`src/ufr_pkg.sv`:
```
// Shared types and codes for the frame receiver: parser states, event codes,
// and the item structs passed between stages. No dependencies.
package ufr_pkg;

   localparam logic [7:0] SYNC_A5   = 8'hA5;
   localparam logic [7:0] SYNC_5A   = 8'h5A;
   localparam logic [7:0] ACK_OK_ST = 8'h00;
   localparam logic [15:0] MIN_LENGTH = 16'd4;
   localparam logic [15:0] CRC_BYTES  = 16'd2;

   localparam int REQ_DATA_W = 16;
   localparam int RSP_DATA_W = 72;

   typedef enum logic [3:0] {
      ST_HUNT  = 4'd0,
      ST_SYNC2 = 4'd1,
      ST_LENH  = 4'd2,
      ST_LENL  = 4'd3,
      ST_CMD   = 4'd4,
      ST_SEQ   = 4'd5,
      ST_BODY  = 4'd6,
      ST_HOLD  = 4'd7,
      ST_ACK2  = 4'd8,
      ST_ACKST = 4'd9
   } parse_state_type;

   typedef enum logic [2:0] {
      EV_NONE   = 3'd0,
      EV_BYTE   = 3'd1,
      EV_DONE   = 3'd2,
      EV_ACKOK  = 3'd3,
      EV_ACKBAD = 3'd4,
      EV_LENERR = 3'd5
   } event_type;

   typedef enum logic {
      CMD_BYTE    = 1'b0,
      CMD_RELEASE = 1'b1
   } command_type;

   typedef struct packed {
      command_type command;
      logic [7:0]  rx_byte;
      logic        ack_expected;
   } req_item_type;

   typedef struct packed {
      event_type   event_res;
      logic [7:0]  data_byte;
      logic [15:0] byte_index;
      logic [15:0] frame_length;
      logic [7:0]  frame_cmd;
      logic [7:0]  frame_seq;
      logic [15:0] frame_crc;
   } rsp_item_type;

endpackage

```
`src/uart_frame_receiver.sv`:
```
// Top level of the frame receiver: input register, parser, result register.
// Depends on ufr_pkg, ufr_in_reg, ufr_parser and ufr_out_reg.
//
// Usage:
//   The req_ channel carries one received serial byte per word, or a release
//   word (req_tuser = 1) that sends the parser back to hunting for A5 5A.
//   The rsp_ channel returns exactly one result word for every request word,
//   in order: an event code in rsp_tuser plus body byte and index; at frame
//   end also the header fields and CRC, and on a short length the header fields.
//   rsp_tvalid rises once the accepted word moves from the input register
//   into the result register, which waits while a held result is not taken;
//   a new word is accepted every cycle as long as results are taken. The parser
//   state advances once per word, between the input register and the result
//   register.
//   When the result side stalls, one result waits in the result register and
//   one more request word is held in the input register; req_tready then
//   drops until the result is taken.
//   Reset clears both valid flags and all parser state (hunting, zero length,
//   command, sequence, count and previous byte). No clearing pass is needed.
module uart_frame_receiver (
   input  logic                           clock,
   input  logic                           reset,
   input  logic                           req_tvalid,
   output logic                           req_tready,
   // [7:0] rx_byte, [8] ack_expected, [15:9] zero
   input  logic [ufr_pkg::REQ_DATA_W-1:0] req_tdata,
   // [0] command
   input  logic                           req_tuser,
   output logic                           rsp_tvalid,
   input  logic                           rsp_tready,
   // [7:0] data_byte, [23:8] byte_index, [39:24] frame_length,
   // [47:40] frame_cmd, [55:48] frame_seq, [71:56] frame_crc
   output logic [ufr_pkg::RSP_DATA_W-1:0] rsp_tdata,
   // [2:0] event_res
   output logic [2:0]                     rsp_tuser
);
   import ufr_pkg::*;

   req_item_type req_item, s1_item;
   rsp_item_type step_result, rsp_item;
   logic         s1_valid;
   logic         advance;
   logic         fire;

   // unpack the request word
   always_comb begin
      req_item.command      = command_type'(req_tuser);
      req_item.rx_byte      = req_tdata[7:0];
      req_item.ack_expected = req_tdata[8];
   end

   ufr_in_reg u_in_reg (
      .clock     (clock),
      .reset     (reset),
      .in_valid  (req_tvalid),
      .in_ready  (req_tready),
      .in_item   (req_item),
      .advance   (advance),
      .out_valid (s1_valid),
      .out_item  (s1_item)
   );

   // step the parser only when the word moves into the result register
   assign fire = s1_valid && advance;

   ufr_parser u_parser (
      .clock  (clock),
      .reset  (reset),
      .fire   (fire),
      .item   (s1_item),
      .result (step_result)
   );

   ufr_out_reg u_out_reg (
      .clock     (clock),
      .reset     (reset),
      .in_valid  (s1_valid),
      .in_item   (step_result),
      .advance   (advance),
      .out_valid (rsp_tvalid),
      .out_ready (rsp_tready),
      .out_item  (rsp_item)
   );

   // pack the result word, first field lowest
   assign rsp_tdata = {rsp_item.frame_crc, rsp_item.frame_seq, rsp_item.frame_cmd,
                       rsp_item.frame_length, rsp_item.byte_index, rsp_item.data_byte};
   assign rsp_tuser = rsp_item.event_res;

   // a completed frame always had a legal length and ends on its last index
   assert property (@(posedge clock) disable iff (reset)
      (rsp_tvalid && rsp_item.event_res == EV_DONE) |->
         (rsp_item.frame_length >= MIN_LENGTH &&
          rsp_item.byte_index == rsp_item.frame_length - 16'd3))
      else $error("frame complete with bad length or index");

   // a length error is only reported for a short length field
   assert property (@(posedge clock) disable iff (reset)
      (rsp_tvalid && rsp_item.event_res == EV_LENERR) |->
         (rsp_item.frame_length < MIN_LENGTH && rsp_item.frame_crc == '0))
      else $error("length error with legal length");

   // a body byte carries no header report
   assert property (@(posedge clock) disable iff (reset)
      (rsp_tvalid && rsp_item.event_res == EV_BYTE) |->
         (rsp_item.frame_length == '0 && rsp_item.frame_crc == '0))
      else $error("body byte carries header fields");

   // no request word is taken while both stages are full and stalled
   assert property (@(posedge clock) disable iff (reset)
      (s1_valid && rsp_tvalid && !rsp_tready) |-> !req_tready)
      else $error("request accepted with no room");

endmodule

```
`src/ufr_in_reg.sv`:
```
// Input register of the frame receiver: captures one request word.
// Depends on ufr_pkg.
module ufr_in_reg (
   input  logic                  clock,
   input  logic                  reset,
   input  logic                  in_valid,
   output logic                  in_ready,
   input  ufr_pkg::req_item_type in_item,
   input  logic                  advance,
   output logic                  out_valid,
   output ufr_pkg::req_item_type out_item
);
   import ufr_pkg::*;

   logic         valid_ff, valid_in;
   req_item_type item_ff;

   // take a word when empty or when the held word moves on this cycle
   assign in_ready  = !valid_ff || advance;
   assign valid_in  = in_ready ? in_valid : valid_ff;
   assign out_valid = valid_ff;
   assign out_item  = item_ff;

   always_ff @(posedge clock) begin
      if (reset) begin
         valid_ff <= 1'b0;
      end else begin
         valid_ff <= valid_in;
      end
   end

   always_ff @(posedge clock) begin
      if (in_ready && in_valid) begin
         item_ff <= in_item;
      end
   end

endmodule

```
`src/ufr_parser.sv`:
```
// Frame parser: state registers and the per-byte step that yields one result.
// Depends on ufr_pkg.
module ufr_parser (
   input  logic                  clock,
   input  logic                  reset,
   input  logic                  fire,
   input  ufr_pkg::req_item_type item,
   output ufr_pkg::rsp_item_type result
);
   import ufr_pkg::*;

   parse_state_type state_ff, state_in;
   logic [15:0]     length_ff, length_in;
   logic [7:0]      cmd_ff, cmd_in;
   logic [7:0]      seq_ff, seq_in;
   logic [15:0]     count_ff, count_in;
   logic [7:0]      prev_ff, prev_in;
   logic [15:0]     count_inc;
   logic [7:0]      b;

   assign b         = item.rx_byte;
   assign count_inc = count_ff + 16'd1;

   always_ff @(posedge clock) begin
      if (reset) begin
         state_ff  <= ST_HUNT;
         length_ff <= '0;
         cmd_ff    <= '0;
         seq_ff    <= '0;
         count_ff  <= '0;
         prev_ff   <= '0;
      end else if (fire) begin
         state_ff  <= state_in;
         length_ff <= length_in;
         cmd_ff    <= cmd_in;
         seq_ff    <= seq_in;
         count_ff  <= count_in;
         prev_ff   <= prev_in;
      end
   end

   always_comb begin
      state_in  = state_ff;
      length_in = length_ff;
      cmd_in    = cmd_ff;
      seq_in    = seq_ff;
      count_in  = count_ff;
      prev_in   = prev_ff;
      result    = '0;
      result.event_res = EV_NONE;

      if (item.command == CMD_RELEASE) begin
         state_in = ST_HUNT;
      end else begin
         unique case (state_ff)
            ST_SYNC2: begin
               state_in = (b == SYNC_5A) ? ST_LENH : ST_HUNT;
            end
            ST_LENH: begin
               length_in = {b, 8'h00};
               state_in  = ST_LENL;
            end
            ST_LENL: begin
               length_in = {length_ff[15:8], b};
               state_in  = ST_CMD;
            end
            ST_CMD: begin
               cmd_in   = b;
               state_in = ST_SEQ;
            end
            ST_SEQ: begin
               seq_in   = b;
               count_in = '0;
               if (length_ff < MIN_LENGTH) begin
                  result.event_res    = EV_LENERR;
                  result.frame_length = length_ff;
                  result.frame_cmd    = cmd_ff;
                  result.frame_seq    = b;
                  state_in            = ST_HUNT;
               end else begin
                  state_in = ST_BODY;
               end
            end
            ST_BODY: begin
               result.data_byte  = b;
               result.byte_index = count_ff;
               count_in          = count_inc;
               prev_in           = b;
               // length is at least four here, so the body count cannot wrap
               if (count_inc >= length_ff - CRC_BYTES) begin
                  result.event_res    = EV_DONE;
                  result.frame_length = length_ff;
                  result.frame_cmd    = cmd_ff;
                  result.frame_seq    = seq_ff;
                  result.frame_crc    = {prev_ff, b};
                  state_in            = ST_HOLD;
               end else begin
                  result.event_res = EV_BYTE;
               end
            end
            ST_HOLD: begin
               state_in = ST_HOLD;
            end
            ST_ACK2: begin
               state_in = (b == SYNC_A5) ? ST_ACKST : ST_HUNT;
            end
            ST_ACKST: begin
               result.event_res = (b == ACK_OK_ST) ? EV_ACKOK : EV_ACKBAD;
            end
            default: begin
               // hunting, and any code that means nothing
               if (b == SYNC_A5) begin
                  state_in = ST_SYNC2;
               end else if (item.ack_expected && (b == SYNC_5A)) begin
                  state_in = ST_ACK2;
               end else begin
                  state_in = ST_HUNT;
               end
            end
         endcase
      end
   end

endmodule

```
`src/ufr_out_reg.sv`:
```
// Result register of the frame receiver: holds a result until taken.
// Depends on ufr_pkg.
module ufr_out_reg (
   input  logic                  clock,
   input  logic                  reset,
   input  logic                  in_valid,
   input  ufr_pkg::rsp_item_type in_item,
   output logic                  advance,
   output logic                  out_valid,
   input  logic                  out_ready,
   output ufr_pkg::rsp_item_type out_item
);
   import ufr_pkg::*;

   logic         valid_ff, valid_in;
   rsp_item_type item_ff;

   // load when empty or when the held result is taken this cycle
   assign advance   = !valid_ff || out_ready;
   assign valid_in  = advance ? in_valid : valid_ff;
   assign out_valid = valid_ff;
   assign out_item  = item_ff;

   always_ff @(posedge clock) begin
      if (reset) begin
         valid_ff <= 1'b0;
      end else begin
         valid_ff <= valid_in;
      end
   end

   always_ff @(posedge clock) begin
      if (advance && in_valid) begin
         item_ff <= in_item;
      end
   end

endmodule
```
`config.mk`:
```
export PLATFORM = sky130hd
export DESIGN_NAME = uart_frame_receiver
export DESIGN_NICKNAME = d
export VERILOG_FILES = /design/src/ufr_pkg.sv /design/src/uart_frame_receiver.sv /design/src/ufr_in_reg.sv /design/src/ufr_parser.sv /design/src/ufr_out_reg.sv
export SDC_FILE = /design/constraint.sdc
export NUM_CORES = 1
export LEC_CHECK = 0
export BUFFER_PORTS_ARGS = -buffer_cell sky130_fd_sc_hd__buf_2
export CORE_ASPECT_RATIO = 1.5
export CORE_MARGIN = 4
export CORE_UTILIZATION = 55
export CTS_CLUSTER_DIAMETER = 120
export DETAILED_ROUTE_END_ITERATION = 12
export GPL_TIMING_DRIVEN = 0
export PLACE_DENSITY = 0.84
export SYNTH_ARGS = -nofsm -noshare
export SYNTH_HDL_FRONTEND = slang
export SYNTH_SLANG_ARGS = --single-unit
```
`constraint.sdc`:
```
create_clock -name clock -period 5 [get_ports clock]
set_input_delay 1 -clock clock [delete_from_list [all_inputs] [get_ports clock]]
set_output_delay 1 -clock clock [all_outputs]
set_load 0.01 [all_outputs]
```
# [Yosys cells after proc, flatten, opt, wreduce, memory -nomap -nowiden]
# Index checks and enable logic that the tools add are counted.
[word_totals] output_inout_bits=77 regBits=147 word_cells=76
[op_classes] muxes=17 bitwise_logic=4 addsub=2 n_reduce_logical=19 n_eq_ne=13 magnitude_cmp=2
[op_table] op="$pmux W16 S2" count=2
[op_table] op="$pmux W32 S2" count=1
[op_table] op="$mux W48" count=1
[op_table] op="$pmux W4 S9" count=1
[op_table] op="$mux W32" count=1
[op_table] op="$mux W4" count=5
[op_table] op="$reduce_and A3 Y1" count=6
[op_table] op="$add A16 B1 Y16 const B" count=1
[op_table] op="$eq A4 B3 Y1 const B" count=4
[op_table] op="$ge A16 B16 Y1" count=1
[op_table] op="$lt A16 B3 Y1 const B" count=1
[op_table] op="$sub A16 B2 Y16 const B" count=1
[op_table] op="$mux W3" count=3
[op_table] op="$pmux W3 S3" count=1
[op_table] op="$eq A4 B2 Y1 const B" count=2
[op_table] op="$eq A4 B4 Y1 const B" count=2
[op_table] op="$eq A8 B7 Y1 const B" count=1
[op_table] op="$eq A8 B8 Y1 const B" count=1
[op_table] op="$logic_not A8 Y1" count=1
[op_table] op="$eq A4 B1 Y1 const B" count=1
[op_table] op="$mux W2" count=2
[op_table] op="$not A1 Y1" count=4
[op_table] op="$reduce_and A4 Y1" count=1
[op_table] op="$reduce_bool A2 Y1" count=2
[op_table] op="other kinds (7)" count=11

# [Logic depth before layout (Yosys ltp)]
# Gate-level depths: netlist (run 1).
[logic_depth] ltp_word=6 ltp_mapped=15 depth_no_buf=13

# [Hierarchy]
# From an unflattened synthesis (run 1), not the netlist that was laid out.
[hier_totals] cells_unflattened=640 hier_area_um2=6702.7
[by_module_without_submodules] module="ufr_parser" seq_area_each_um2=1201.2 area_per_inst_um2=4033.9 cells_per_inst=544 instances=1
[by_module_without_submodules] module="ufr_out_reg" seq_area_each_um2=2272.2 area_per_inst_um2=2307.2 cells_per_inst=80 instances=1
[by_module_without_submodules] module="ufr_in_reg" seq_area_each_um2=320.3 area_per_inst_um2=355.3 cells_per_inst=15 instances=1
[by_module_without_submodules] module="uart_frame_receiver" seq_area_each_um2=0.0 area_per_inst_um2=6.3 cells_per_inst=1 instances=1

# [Worst setup path after synthesis (run 1)]
# OpenSTA, ideal clock, no wires.
[synth_path] path_type="input to register" start="in rsp_tready" end="reg u_parser.cmd_ff[0]" arrival_ns=3.774 stages=6 t_required_ns=4.872 slack_ns=1.099 path_buffers=0 setup_ns=0.128 path_cell_list="or2b_2 nand2_1 inv_1 nand4_2 mux2i_1 nor2_1"
[synth_via] elab_chain_cells=3
[synth_rtl] item="start, declared" line_no="uart_frame_receiver.sv:30" text="input logic rsp_tready,"
[synth_rtl] item="$logic_or A1 B1 Y1" line_no="ufr_out_reg.sv:19" text="assign advance = !valid_ff || out_ready;"
[synth_rtl] item="$logic_and A1 B1 Y1" line_no="uart_frame_receiver.sv:64" text="assign fire = s1_valid && advance;"
[synth_rtl] item="net fire" line_no="uart_frame_receiver.sv:43" text="logic fire;"
[synth_rtl] item="$reduce_and A3 Y1 (no source line)"
[synth_rtl] item="end signal, assigned" line_no="ufr_parser.sv:35" text="cmd_ff <= cmd_in;"
[synth_rtl] item="end, declared" line_no="ufr_parser.sv:14" text="logic [7:0] cmd_ff, cmd_in;"
# The timed path passes the listed nets, and every way through them passes these cells.
# A chain may end at the register's enable or synchronous reset.

# [Final worst setup path (run 1)]
[layout_path] start="reg u_parser.count_ff[0]" end="reg u_out_reg.item_ff, in the netlist u_out_reg.out_item[24] (data pin)"
[layout_via] elab_chain_cells=4
[layout_rtl] item="start, declared" line_no="ufr_parser.sv:16" text="logic [15:0] count_ff, count_in;"
[layout_rtl] item="start signal, assigned" line_no="ufr_parser.sv:37" text="count_ff <= count_in;"
[layout_rtl] item="$add A16 B1 Y16" line_no="ufr_parser.sv:22" text="assign count_inc = count_ff + 16'd1;"
[layout_rtl] item="$ge A16 B16 Y1" line_no="ufr_parser.sv:90" text="if (count_inc >= length_ff - CRC_BYTES) begin"
[layout_rtl] item="$mux W48" line_no="ufr_parser.sv:90"
[layout_rtl] item="$pmux W32 S2" line_no="ufr_parser.sv:55" text="unique case (state_ff)"
[layout_rtl] item="end signal, assigned" line_no="ufr_out_reg.sv:34" text="item_ff <= in_item;"
[layout_rtl] item="end, declared" line_no="ufr_out_reg.sv:16" text="rsp_item_type item_ff;"
# Every way passes these cells.

==> run_summary.xml, run 1 <==
<?xml version="1.0" encoding="UTF-8"?>
<metrics>
  <group name="clock_tree">
    <metric name="sinks_on_the_clock_net" unit="">147</metric>
    <metric name="worstSkewPairLatency" unit="ns">0.43</metric>
    <metric name="cts-buffers-inserted" unit="">17</metric>
    <metric name="cts_buffer_depth" unit="">2</metric>
    <metric name="cts_repair_resize_count" unit="">0</metric>
    <metric name="cts_tree" unit="">done</metric>
    <metric name="ctsRootBufferMaster" unit="">sky130_fd_sc_hd__clkbuf_16</metric>
    <metric name="clk_pin_slew_worst_paths" unit="ns">0.06</metric>
    <metric name="cts.hold.buffers_added" unit="">0</metric>
    <metric name="post_cts.repair.setup_buffers" unit="">0</metric>
    <metric name="htree_levels" unit="">4</metric>
  </group>
  <group name="critical_path">
    <metric name="setup.worst_path.end_class" unit="">flop</metric>
    <metric name="critical_path.max_fanout" unit="">10</metric>
    <metric name="slowest_stage" unit="">sky130_fd_sc_hd__or4_4</metric>
    <metric name="worst_ep_arrival_time" unit="ns">4.30</metric>
    <metric name="critical_path.reg2reg.endpoint" unit="">u_out_reg.out_item[24]$_SDFFCE_PP0P_</metric>
    <metric name="slowest_stage_delay_cp" unit="ns">0.56</metric>
    <metric name="crit-reg2reg-launch" unit="">u_parser.count_ff[0]$_SDFFE_PP0P_</metric>
    <metric name="worstPathCellList" unit="">ha_1 -&gt; and3_1 -&gt; and4_1 -&gt; and4_1 -&gt; buf_2 -&gt; and3_1 -&gt; xor2_1 -&gt; ha_1 -&gt; nand4_2 -&gt; nor3_1 -&gt; or4_4 -&gt; o31ai_2 -&gt; a21oi_1 -&gt; buf_2 -&gt; and2_1</metric>
    <metric name="crit_required" unit="ns">5.18</metric>
    <metric name="regToRegSetupSlack" unit="ns">0.88</metric>
    <metric name="reg2regPathDepth" unit="">15</metric>
    <metric name="timing.setup.critical_path_class" unit="">reg2reg</metric>
    <metric name="critical_path.startpoint_type" unit="">flop</metric>
  </group>
  <group name="yosys">
    <metric name="synth.area.mux_share" unit="">0.02788</metric>
    <metric name="ys.warnings.count" unit="">0</metric>
    <metric name="synth_top_family_by_area" unit="">simple AND/OR/NAND/NOR gates</metric>
    <metric name="synth-compound-area-share" unit="">0.08552</metric>
    <metric name="netlist_instances" unit="">601</metric>
    <metric name="asyncSetResetFlopFracSynth" unit="">0</metric>
    <metric name="postSynthNetCount" unit="">640</metric>
    <metric name="synth_edf_count" unit="">85</metric>
    <metric name="synth.top_cell.area_share" unit="">0.3843</metric>
    <metric name="synth_top_cells_by_area" unit="">sky130_fd_sc_hd__edfxtp_1 (38%), sky130_fd_sc_hd__dfxtp_1 (19%), sky130_fd_sc_hd__and2_1 (6.0%)</metric>
    <metric name="proportion_of_synthesized_chip_area_in_sequential_cells" unit="">0.5711</metric>
    <metric name="ys_ff_latch" unit="">147</metric>
    <metric name="yosys.area_share.xor_xnor" unit="">0.03560</metric>
    <metric name="synth.cell_area" unit="mm^2">0.006643</metric>
    <metric name="synth_adder_area_share" unit="">0.03390</metric>
    <metric name="synth-simple-area-share" unit="">0.2100</metric>
    <metric name="yosysTopAreaCell" unit="">sky130_fd_sc_hd__edfxtp_1</metric>
    <metric name="synthesis.area_per_instance" unit="um^2">11.05</metric>
    <metric name="synthDistinctLibCells" unit="">57</metric>
    <metric name="primary_ff_master_synth" unit="">sky130_fd_sc_hd__edfxtp_1</metric>
  </group>
  <group name="final_layout">
    <metric name="multi_input_logic_area" unit="mm^2">0.002610</metric>
    <metric name="final_area" unit="mm^2">0.007858</metric>
    <metric name="filler_cells" unit="">874</metric>
    <metric name="drive_gt1_frac" unit="">0.2147</metric>
    <metric name="most_common_cell_after_layout_fill_and_taps_aside" unit="">sky130_fd_sc_hd__buf_2</metric>
    <metric name="nNetsFinal" unit="">748</metric>
    <metric name="sequential_cell_area" unit="mm^2">0.003794</metric>
    <metric name="areaGrowthSynthToFinish" unit="%">18.29</metric>
    <metric name="n_antenna_cell" unit="">0</metric>
    <metric name="mostFrequentLayoutCells" unit="">sky130_fd_sc_hd__buf_2 (99), sky130_fd_sc_hd__edfxtp_1 (85), sky130_fd_sc_hd__and2_1 (64)</metric>
  </group>
  <group name="floorplanning">
    <metric name="die_x" unit="um">97.73</metric>
    <metric name="chipHeight" unit="um">142.6</metric>
    <metric name="core_region_area" unit="mm^2">0.01165</metric>
    <metric name="initial_core_util" unit="">0.5701</metric>
    <metric name="io_pins" unit="">98</metric>
    <metric name="floorplan.rows" unit="">48</metric>
    <metric name="design.die.area" unit="mm^2">0.01394</metric>
  </group>
  <group name="route">
    <metric name="detail_route.iter0.violations" unit="">385</metric>
    <metric name="routed_via_density" unit="">5.610</metric>
    <metric name="postRouteAntennaNets" unit="">0</metric>
    <metric name="wire_per_inst" unit="um">16.92</metric>
    <metric name="detailroute.via_count" unit="">4892</metric>
    <metric name="postRouteWirelength" unit="mm">14.75</metric>
    <metric name="first_pass_iters" unit="">5</metric>
    <metric name="drt_drc_violations_left" unit="">0</metric>
  </group>
  <group name="grt">
    <metric name="antenna_found_initial" unit="">0</metric>
    <metric name="grt_start_max_net_pins" unit="">78</metric>
    <metric name="grt-ovfl-total" unit="">0</metric>
    <metric name="grt_pass1_wl" unit="mm">23.56</metric>
    <metric name="first_global_vias" unit="">4791</metric>
    <metric name="grt_usage" unit="">0.2168</metric>
  </group>
  <group name="sta">
    <metric name="fin_skew" unit="ns">0.009109</metric>
    <metric name="timing.slew.headroom" unit="">0.3711</metric>
    <metric name="period_minus_slack" unit="ns">4.120</metric>
    <metric name="drv_slew" unit="">0</metric>
    <metric name="final.hold.worst_slack" unit="ns">0.4582</metric>
    <metric name="report.final.setup_viol" unit="">0</metric>
    <metric name="hold_viol_final" unit="">0</metric>
    <metric name="rsz0062_at_grt" unit="">false</metric>
    <metric name="achievable-frequency" unit="GHz">0.2427</metric>
    <metric name="fin_tns_setup" unit="ns">0</metric>
    <metric name="timing.final.crit_share" unit="">0.8240</metric>
    <metric name="worstMarginPinSlew" unit="ns">0.9434</metric>
  </group>
  <group name="flow_run">
    <metric name="max_cap_viol_count" unit="">0</metric>
  </group>
  <group name="place">
    <metric name="gp_congestion" unit="">0.8866</metric>
    <metric name="placed_area" unit="mm^2">0.007278</metric>
    <metric name="post-dp-hpwl" unit="mm">10.25</metric>
    <metric name="io_buffer_count" unit="">89</metric>
  </group>
  <group name="hold_path">
    <metric name="worstHoldEndpoint" unit="">u_parser.prev_ff[3]$_SDFFE_PP0P_</metric>
    <metric name="hold_depth" unit="">2</metric>
    <metric name="hold_class" unit="">reg2reg</metric>
    <metric name="min-delay-start" unit="">u_parser.prev_ff[3]$_SDFFE_PP0P_</metric>
  </group>
  <group name="power_and_ir_drop">
    <metric name="power.density_cell_area" unit="mW/mm^2">338.0</metric>
    <metric name="leakagePower" unit="nW">3.141</metric>
    <metric name="vdd.ir_drop.worst" unit="mV">0.2576</metric>
  </group>
  <group name="run_status">
    <metric name="status" unit="">complete, no violations</metric>
  </group>
</metrics>
-- synth_stat cells (2+ instances only) --
| library cell | instances |
|---|---|
| sky130_fd_sc_hd__mux2i_1 | 17 |
| sky130_fd_sc_hd__and4_1 | 4 |
| sky130_fd_sc_hd__o21ai_0 | 18 |
| sky130_fd_sc_hd__and2_1 | 64 |
| sky130_fd_sc_hd__or3_1 | 5 |
| sky130_fd_sc_hd__nor3_4 | 2 |
| sky130_fd_sc_hd__buf_6 | 4 |
| sky130_fd_sc_hd__nor4_1 | 8 |
| sky130_fd_sc_hd__nor3_1 | 16 |
| sky130_fd_sc_hd__inv_1 | 7 |
| sky130_fd_sc_hd__nand2b_1 | 3 |
| sky130_fd_sc_hd__a21oi_1 | 43 |
| sky130_fd_sc_hd__and3_1 | 5 |
| sky130_fd_sc_hd__edfxtp_1 | 85 |
| sky130_fd_sc_hd__a22o_1 | 8 |
| sky130_fd_sc_hd__clkbuf_1 | 24 |
| sky130_fd_sc_hd__a32o_1 | 2 |
| sky130_fd_sc_hd__nand4_2 | 2 |
| sky130_fd_sc_hd__xnor2_1 | 16 |
| sky130_fd_sc_hd__or2b_2 | 2 |
| sky130_fd_sc_hd__xor2_1 | 11 |
| sky130_fd_sc_hd__nor2_1 | 46 |
| sky130_fd_sc_hd__a21o_1 | 2 |
| sky130_fd_sc_hd__nor3b_1 | 3 |
| sky130_fd_sc_hd__o211ai_1 | 2 |
| sky130_fd_sc_hd__buf_2 | 10 |
| sky130_fd_sc_hd__clkbuf_8 | 2 |
| sky130_fd_sc_hd__nand3_1 | 16 |
| sky130_fd_sc_hd__dfxtp_1 | 62 |
| sky130_fd_sc_hd__nand4bb_1 | 2 |
| sky130_fd_sc_hd__nand2_1 | 56 |
| sky130_fd_sc_hd__ha_1 | 18 |
| sky130_fd_sc_hd__nand4_1 | 5 |
| sky130_fd_sc_hd__or2_2 | 2 |
| sky130_fd_sc_hd__a311oi_1 | 2 |
| sky130_fd_sc_hd__a22oi_1 | 6 |
-- through the flow --
step / setup WS [ns] / util / std cells / power, mW
global route: 0.7599 / 0.6744 / 872 / 2.741
floorplan: 1.099 / - / 601 / 1.394
global placement: 0.04052 / 0.6245 / 840 / 1.441
CTS: 0.8951 / 0.6744 / 872 / 2.665
detailed placement: 0.9162 / 0.6247 / 840 / 1.442
finish: 0.8799 / 0.6744 / 872 / 2.656
-- cells by family after synthesis --
family                   count (synthesis)
multiplexers                            18
AND/OR/NAND/NOR                        253
AO/OA/AOI/OAI                           91
flip-flops                             147
adder cells (fa/ha/maj)                 18
XOR/XNOR                                27
buffers and inverters                   47
-- cell type report --
type / count / area share
inverters: 7 / 0.003662
flip-flops and latches: 147 / 0.4828
plain buffers: 40 / 0.02707
well taps: 150 / 0.02389
repair buffers: 89 / 0.05669
clock inverters: 14 / 0.01783
clock buffers: 18 / 0.05589
multi-input cells: 407 / 0.3322
-- sequential cells by signal, summed over array words and instances, names as in the netlist --
name,flops
u_in_reg.out_valid,1
u_parser.state_ff,4
u_parser.count_ff,16
u_parser.length_ff,16
u_parser.cmd_ff,8
u_in_reg.out_item,10
u_out_reg.out_valid,1
u_out_reg.out_item,75
u_parser.prev_ff,8
u_parser.seq_ff,8
-- routing by layer --
metal  routed length (um)  up-vias  global-route usage
li1                     -     2355                   -
met1                 5549     2277              0.2307
met2                 7761      213              0.3943
met3                  913       47             0.05885
met4                  528        0              0.1072
met5                    0        -                   0
-- worst max-delay path by stage --
stage	depth (start not counted)	slack, ns	endpoint	startpoint
detailed placement	15	0.92	u_out_reg.out_item[24]$_SDFFCE_PP0P_	u_parser.count_ff[0]$_SDFFE_PP0P_
floorplan	6	1.10	u_parser.cmd_ff[0]$_SDFFE_PP0P_	rsp_tready
CTS	15	0.90	u_out_reg.out_item[24]$_SDFFCE_PP0P_	u_parser.count_ff[0]$_SDFFE_PP0P_
finish	15	0.88	u_out_reg.out_item[24]$_SDFFCE_PP0P_	u_parser.count_ff[0]$_SDFFE_PP0P_
global placement	7	0.04	u_parser.cmd_ff[3]$_SDFFE_PP0P_	rsp_tready
global route	15	0.76	u_out_reg.out_item[24]$_SDFFCE_PP0P_	u_parser.count_ff[0]$_SDFFE_PP0P_
-- report_power, final --
group          leakage [nW]  internal, mW  switching [mW]
clock                 0.281         0.711           0.531
sequential             1.29          1.31         0.00922
combinational          1.57        0.0282          0.0680
total                  3.14          2.05           0.608
-- critical path: cells and delay by family (launching register included) --
family,cells,cell delay (ns)
simple gates,8,1.89
fa+ha+maj,2,0.55
flops,1,0.46
compound gates,2,0.43
buf+inv,2,0.36
xor+xnor,1,0.19
No activity file was read; power rests on OpenSTA's default activity.
==> run 2: changes to the inputs <==
Clock period 5 ns to 3.9 ns, I/O delays scaled along.
==> run 2 against run 1 <==
  * Worst hold slack about the same
  * Sequential share of layout area decreased by 0.35 points
  * Highest routed layer unchanged
  * Final area increased by 0.92%
  * Clock skew decreased by 0.0024 ns
  * Combinational power increased by 29%
  * Clock power increased by 28%
  * Routed wire length increased by 1.2%
  * Critical endpoint is now u_out_reg.out_item[22]$_SDFFCE_PP0P_
  * Non-clock buffer count increased by 1
  * Total power increased by 28%
  * Register-to-register slack got worse by 0.80 ns
  * Critical path type unchanged
==> run_summary.xml, run 2 (synthesized netlist as in run 1, its figures left out) <==
<?xml version="1.0" encoding="UTF-8"?>
<metrics>
  <group name="place">
    <metric name="gp_congestion" unit="">0.8866</metric>
    <metric name="number_of_instances_in_the_placed_design" unit="">840</metric>
    <metric name="io_buffer_count" unit="">89</metric>
    <metric name="post-dp-hpwl" unit="mm">10.25</metric>
  </group>
  <group name="final_layout">
    <metric name="mostFrequentLayoutCells" unit="">sky130_fd_sc_hd__buf_2 (99), sky130_fd_sc_hd__edfxtp_1 (85), sky130_fd_sc_hd__and2_1 (64)</metric>
    <metric name="n_antenna_cell" unit="">0</metric>
    <metric name="areaGrowthSynthToFinish" unit="%">19.38</metric>
    <metric name="largest_register_ffs" unit="">75</metric>
    <metric name="most_common_cell_after_layout_fill_and_taps_aside" unit="">sky130_fd_sc_hd__buf_2</metric>
    <metric name="nNetsFinal" unit="">749</metric>
    <metric name="post_layout_cell_count" unit="">873</metric>
    <metric name="drive_gt1_frac" unit="">0.2296</metric>
  </group>
  <group name="clock_tree">
    <metric name="cts.hold.buffers_added" unit="">0</metric>
    <metric name="sinks_on_the_clock_net" unit="">147</metric>
    <metric name="cts_tree" unit="">done</metric>
    <metric name="cts-buffers-inserted" unit="">17</metric>
    <metric name="clk_pin_slew_worst_paths" unit="ns">0.06</metric>
    <metric name="ctsRootBufferMaster" unit="">sky130_fd_sc_hd__clkbuf_16</metric>
    <metric name="cts_buffer_depth" unit="">2</metric>
    <metric name="htree_levels" unit="">4</metric>
    <metric name="worstSkewPairLatency" unit="ns">0.43</metric>
  </group>
  <group name="sta">
    <metric name="report.final.setup_viol" unit="">0</metric>
    <metric name="drv_slew" unit="">0</metric>
    <metric name="fin_skew" unit="ns">0.006697</metric>
    <metric name="fin_tns_setup" unit="ns">0</metric>
    <metric name="timing.slew.headroom" unit="">0.3736</metric>
    <metric name="period_minus_slack" unit="ns">3.818</metric>
    <metric name="achievable-frequency" unit="GHz">0.2620</metric>
    <metric name="worstMarginPinSlew" unit="ns">0.9396</metric>
    <metric name="hold_viol_final" unit="">0</metric>
    <metric name="timing.final.crit_share" unit="">0.9788</metric>
  </group>
  <group name="critical_path">
    <metric name="slowest_stage_delay_cp" unit="ns">0.57</metric>
    <metric name="slowest_stage" unit="">sky130_fd_sc_hd__or4_4</metric>
    <metric name="timing.setup.critical_path_class" unit="">reg2reg</metric>
    <metric name="worstPathCellList" unit="">or3_1 -&gt; nor4_1 -&gt; nand2_1 -&gt; xor2_1 -&gt; ha_1 -&gt; nand4_2 -&gt; nor3_1 -&gt; or4_4 -&gt; o31a_1 -&gt; buf_6 -&gt; buf_6 -&gt; a22o_1</metric>
    <metric name="regToRegSetupSlack" unit="ns">0.08</metric>
    <metric name="critical_path.reg2reg.endpoint" unit="">u_out_reg.out_item[22]$_SDFFCE_PP0P_</metric>
    <metric name="setup.worst_path.end_class" unit="">flop</metric>
    <metric name="critical_path.max_fanout" unit="">10</metric>
    <metric name="crit_path_frequent_cell" unit="">sky130_fd_sc_hd__buf_6</metric>
    <metric name="worst_ep_arrival_time" unit="ns">4.00</metric>
    <metric name="critical_path.startpoint_type" unit="">flop</metric>
    <metric name="crit_required" unit="ns">4.08</metric>
    <metric name="reg2regPathDepth" unit="">12</metric>
    <metric name="crit-reg2reg-launch" unit="">u_parser.length_ff[7]$_SDFFE_PP0P_</metric>
  </group>
  <group name="route">
    <metric name="detailroute.via_count" unit="">4892</metric>
    <metric name="wire_per_inst" unit="um">17.10</metric>
    <metric name="routed_via_density" unit="">5.604</metric>
    <metric name="detail_route.iter0.violations" unit="">379</metric>
    <metric name="first_pass_iters" unit="">5</metric>
    <metric name="drt_drc_violations_left" unit="">0</metric>
    <metric name="postRouteAntennaNets" unit="">0</metric>
    <metric name="postRouteWirelength" unit="mm">14.93</metric>
  </group>
  <group name="run_status">
    <metric name="status" unit="">complete, no violations</metric>
  </group>
  <group name="power_and_ir_drop">
    <metric name="power.internal" unit="mW">2.625</metric>
    <metric name="leakagePower" unit="nW">3.164</metric>
    <metric name="pwr-share-seq" unit="">0.497</metric>
    <metric name="power.density_cell_area" unit="mW/mm^2">428.7</metric>
    <metric name="power_switching_share" unit="">0.2280</metric>
    <metric name="power.combinational.fraction" unit="">0.036</metric>
    <metric name="vdd.ir_drop.worst" unit="mV">0.3263</metric>
    <metric name="netSwitchingPower" unit="uW">775.1</metric>
    <metric name="p_clk_frac" unit="">0.467</metric>
  </group>
  <group name="floorplanning">
    <metric name="floorplan.rows" unit="">48</metric>
    <metric name="design.die.area" unit="mm^2">0.01394</metric>
    <metric name="chipHeight" unit="um">142.6</metric>
    <metric name="io_pins" unit="">98</metric>
    <metric name="initial_core_util" unit="">0.5701</metric>
    <metric name="core_region_area" unit="mm^2">0.01165</metric>
    <metric name="die_x" unit="um">97.73</metric>
  </group>
  <group name="grt">
    <metric name="grt-ovfl-total" unit="">0</metric>
    <metric name="antenna_found_initial" unit="">0</metric>
    <metric name="grt_usage" unit="">0.2167</metric>
    <metric name="grt_pass1_wl" unit="mm">23.58</metric>
    <metric name="first_global_vias" unit="">4794</metric>
    <metric name="grt_start_max_net_pins" unit="">78</metric>
  </group>
  <group name="hold_path">
    <metric name="min-delay-start" unit="">u_parser.prev_ff[3]$_SDFFE_PP0P_</metric>
    <metric name="hold_class" unit="">reg2reg</metric>
    <metric name="worstHoldEndpoint" unit="">u_parser.prev_ff[3]$_SDFFE_PP0P_</metric>
    <metric name="hold_depth" unit="">2</metric>
  </group>
  <group name="flow_run">
    <metric name="max_cap_viol_count" unit="">0</metric>
  </group>
</metrics>
-- run 2: worst max path at each step --
stage / start / end / slack (ns) / cells after the start
3_5_place_dp: u_parser.count_ff[0]$_SDFFE_PP0P_ / u_out_reg.out_item[24]$_SDFFCE_PP0P_ / -0.18 / 15
2_1_floorplan: rsp_tready / u_parser.cmd_ff[0]$_SDFFE_PP0P_ / 0.22 / 6
5_1_grt: u_parser.length_ff[3]$_SDFFE_PP0P_ / u_out_reg.out_item[22]$_SDFFCE_PP0P_ / -0.002 / 14
4_1_cts: u_parser.count_ff[0]$_SDFFE_PP0P_ / u_out_reg.out_item[22]$_SDFFCE_PP0P_ / 0.02 / 15
6_report: u_parser.length_ff[7]$_SDFFE_PP0P_ / u_out_reg.out_item[22]$_SDFFCE_PP0P_ / 0.08 / 12
3_3_place_gp: rsp_tready / u_parser.cmd_ff[3]$_SDFFE_PP0P_ / -0.84 / 7
-- run 2: cell type report --
type | instances | area [um^2]
plain buffers | 40 | 212.7
clock buffers | 18 | 439.2
clock inverters | 14 | 140.1
fillers | 860 | 3721
inverters | 7 | 28.78
multi-input cells | 407 | 2668
flip-flops and latches | 147 | 3801
well taps | 150 | 187.7
repair buffers | 90 | 452.9
-- run 2: worst max-delay path, delay by kind of cell, from the launching register on --
family | cells | cell delay [ns]
and+or+nand+nor | 6 | 1.91
AOI/OAI and AO/OA | 2 | 0.50
DFF | 1 | 0.37
adders and majority gates | 1 | 0.33
buffers and inverters | 2 | 0.28
xor gates and xnor gates | 1 | 0.18
-- run 2: timing repair --
| action | CTS | global route |
|---|---|---|
| resized for setup | 7 | 7 |
| endpoints found under the hold margin | 0 | 0 |
| setup endpoints to repair | 48 | 48 |
| gates cloned | 0 | 0 |
| buffers inserted | 0 | 1 |
-- run 2: power by group through the flow --
stage | clock [mW] | sequential, mW | combinational (mW)
after floorplan | 0 | 1.74 | 0.0447
after global placement | 0 | 1.72 | 0.123
after detailed placement | 0 | 1.72 | 0.125
after CTS | 1.60 | 1.69 | 0.126
after global routing | 1.69 | 1.69 | 0.133
final | 1.59 | 1.69 | 0.124
-- run 2: metrics by stage --
| stage | cell area (um^2) | hold WS, ns | power [mW] | setup WS (ns) | utilization |
|---|---|---|---|---|---|
| 3_3_place_gp | 7276 | 0.4384 | 1.848 | -0.8395 | 0.6245 |
| 4_1_cts | 7888 | 0.4606 | 3.416 | 0.02291 | 0.6770 |
| 6_report | 7930 | 0.4578 | 3.400 | 0.08249 | 0.6806 |
| 5_1_grt | 7930 | 0.4851 | 3.514 | -0.001754 | 0.6806 |
| 2_1_floorplan | 6643 | 0.4317 | 1.788 | 0.2186 | - |
| 3_5_place_dp | 7278 | 0.4467 | 1.849 | -0.1838 | 0.6247 |
-- run 2: per-layer routing --
metal,global-route usage,share of wire,routed length [um],vias up
met2,0.3928,0.53,7884,198
li1,-,-,-,2358
met5,0,0,0,-
met3,0.05885,0.061,907,35
met1,0.2316,0.38,5663,2301
met4,0.1072,0.032,471,0
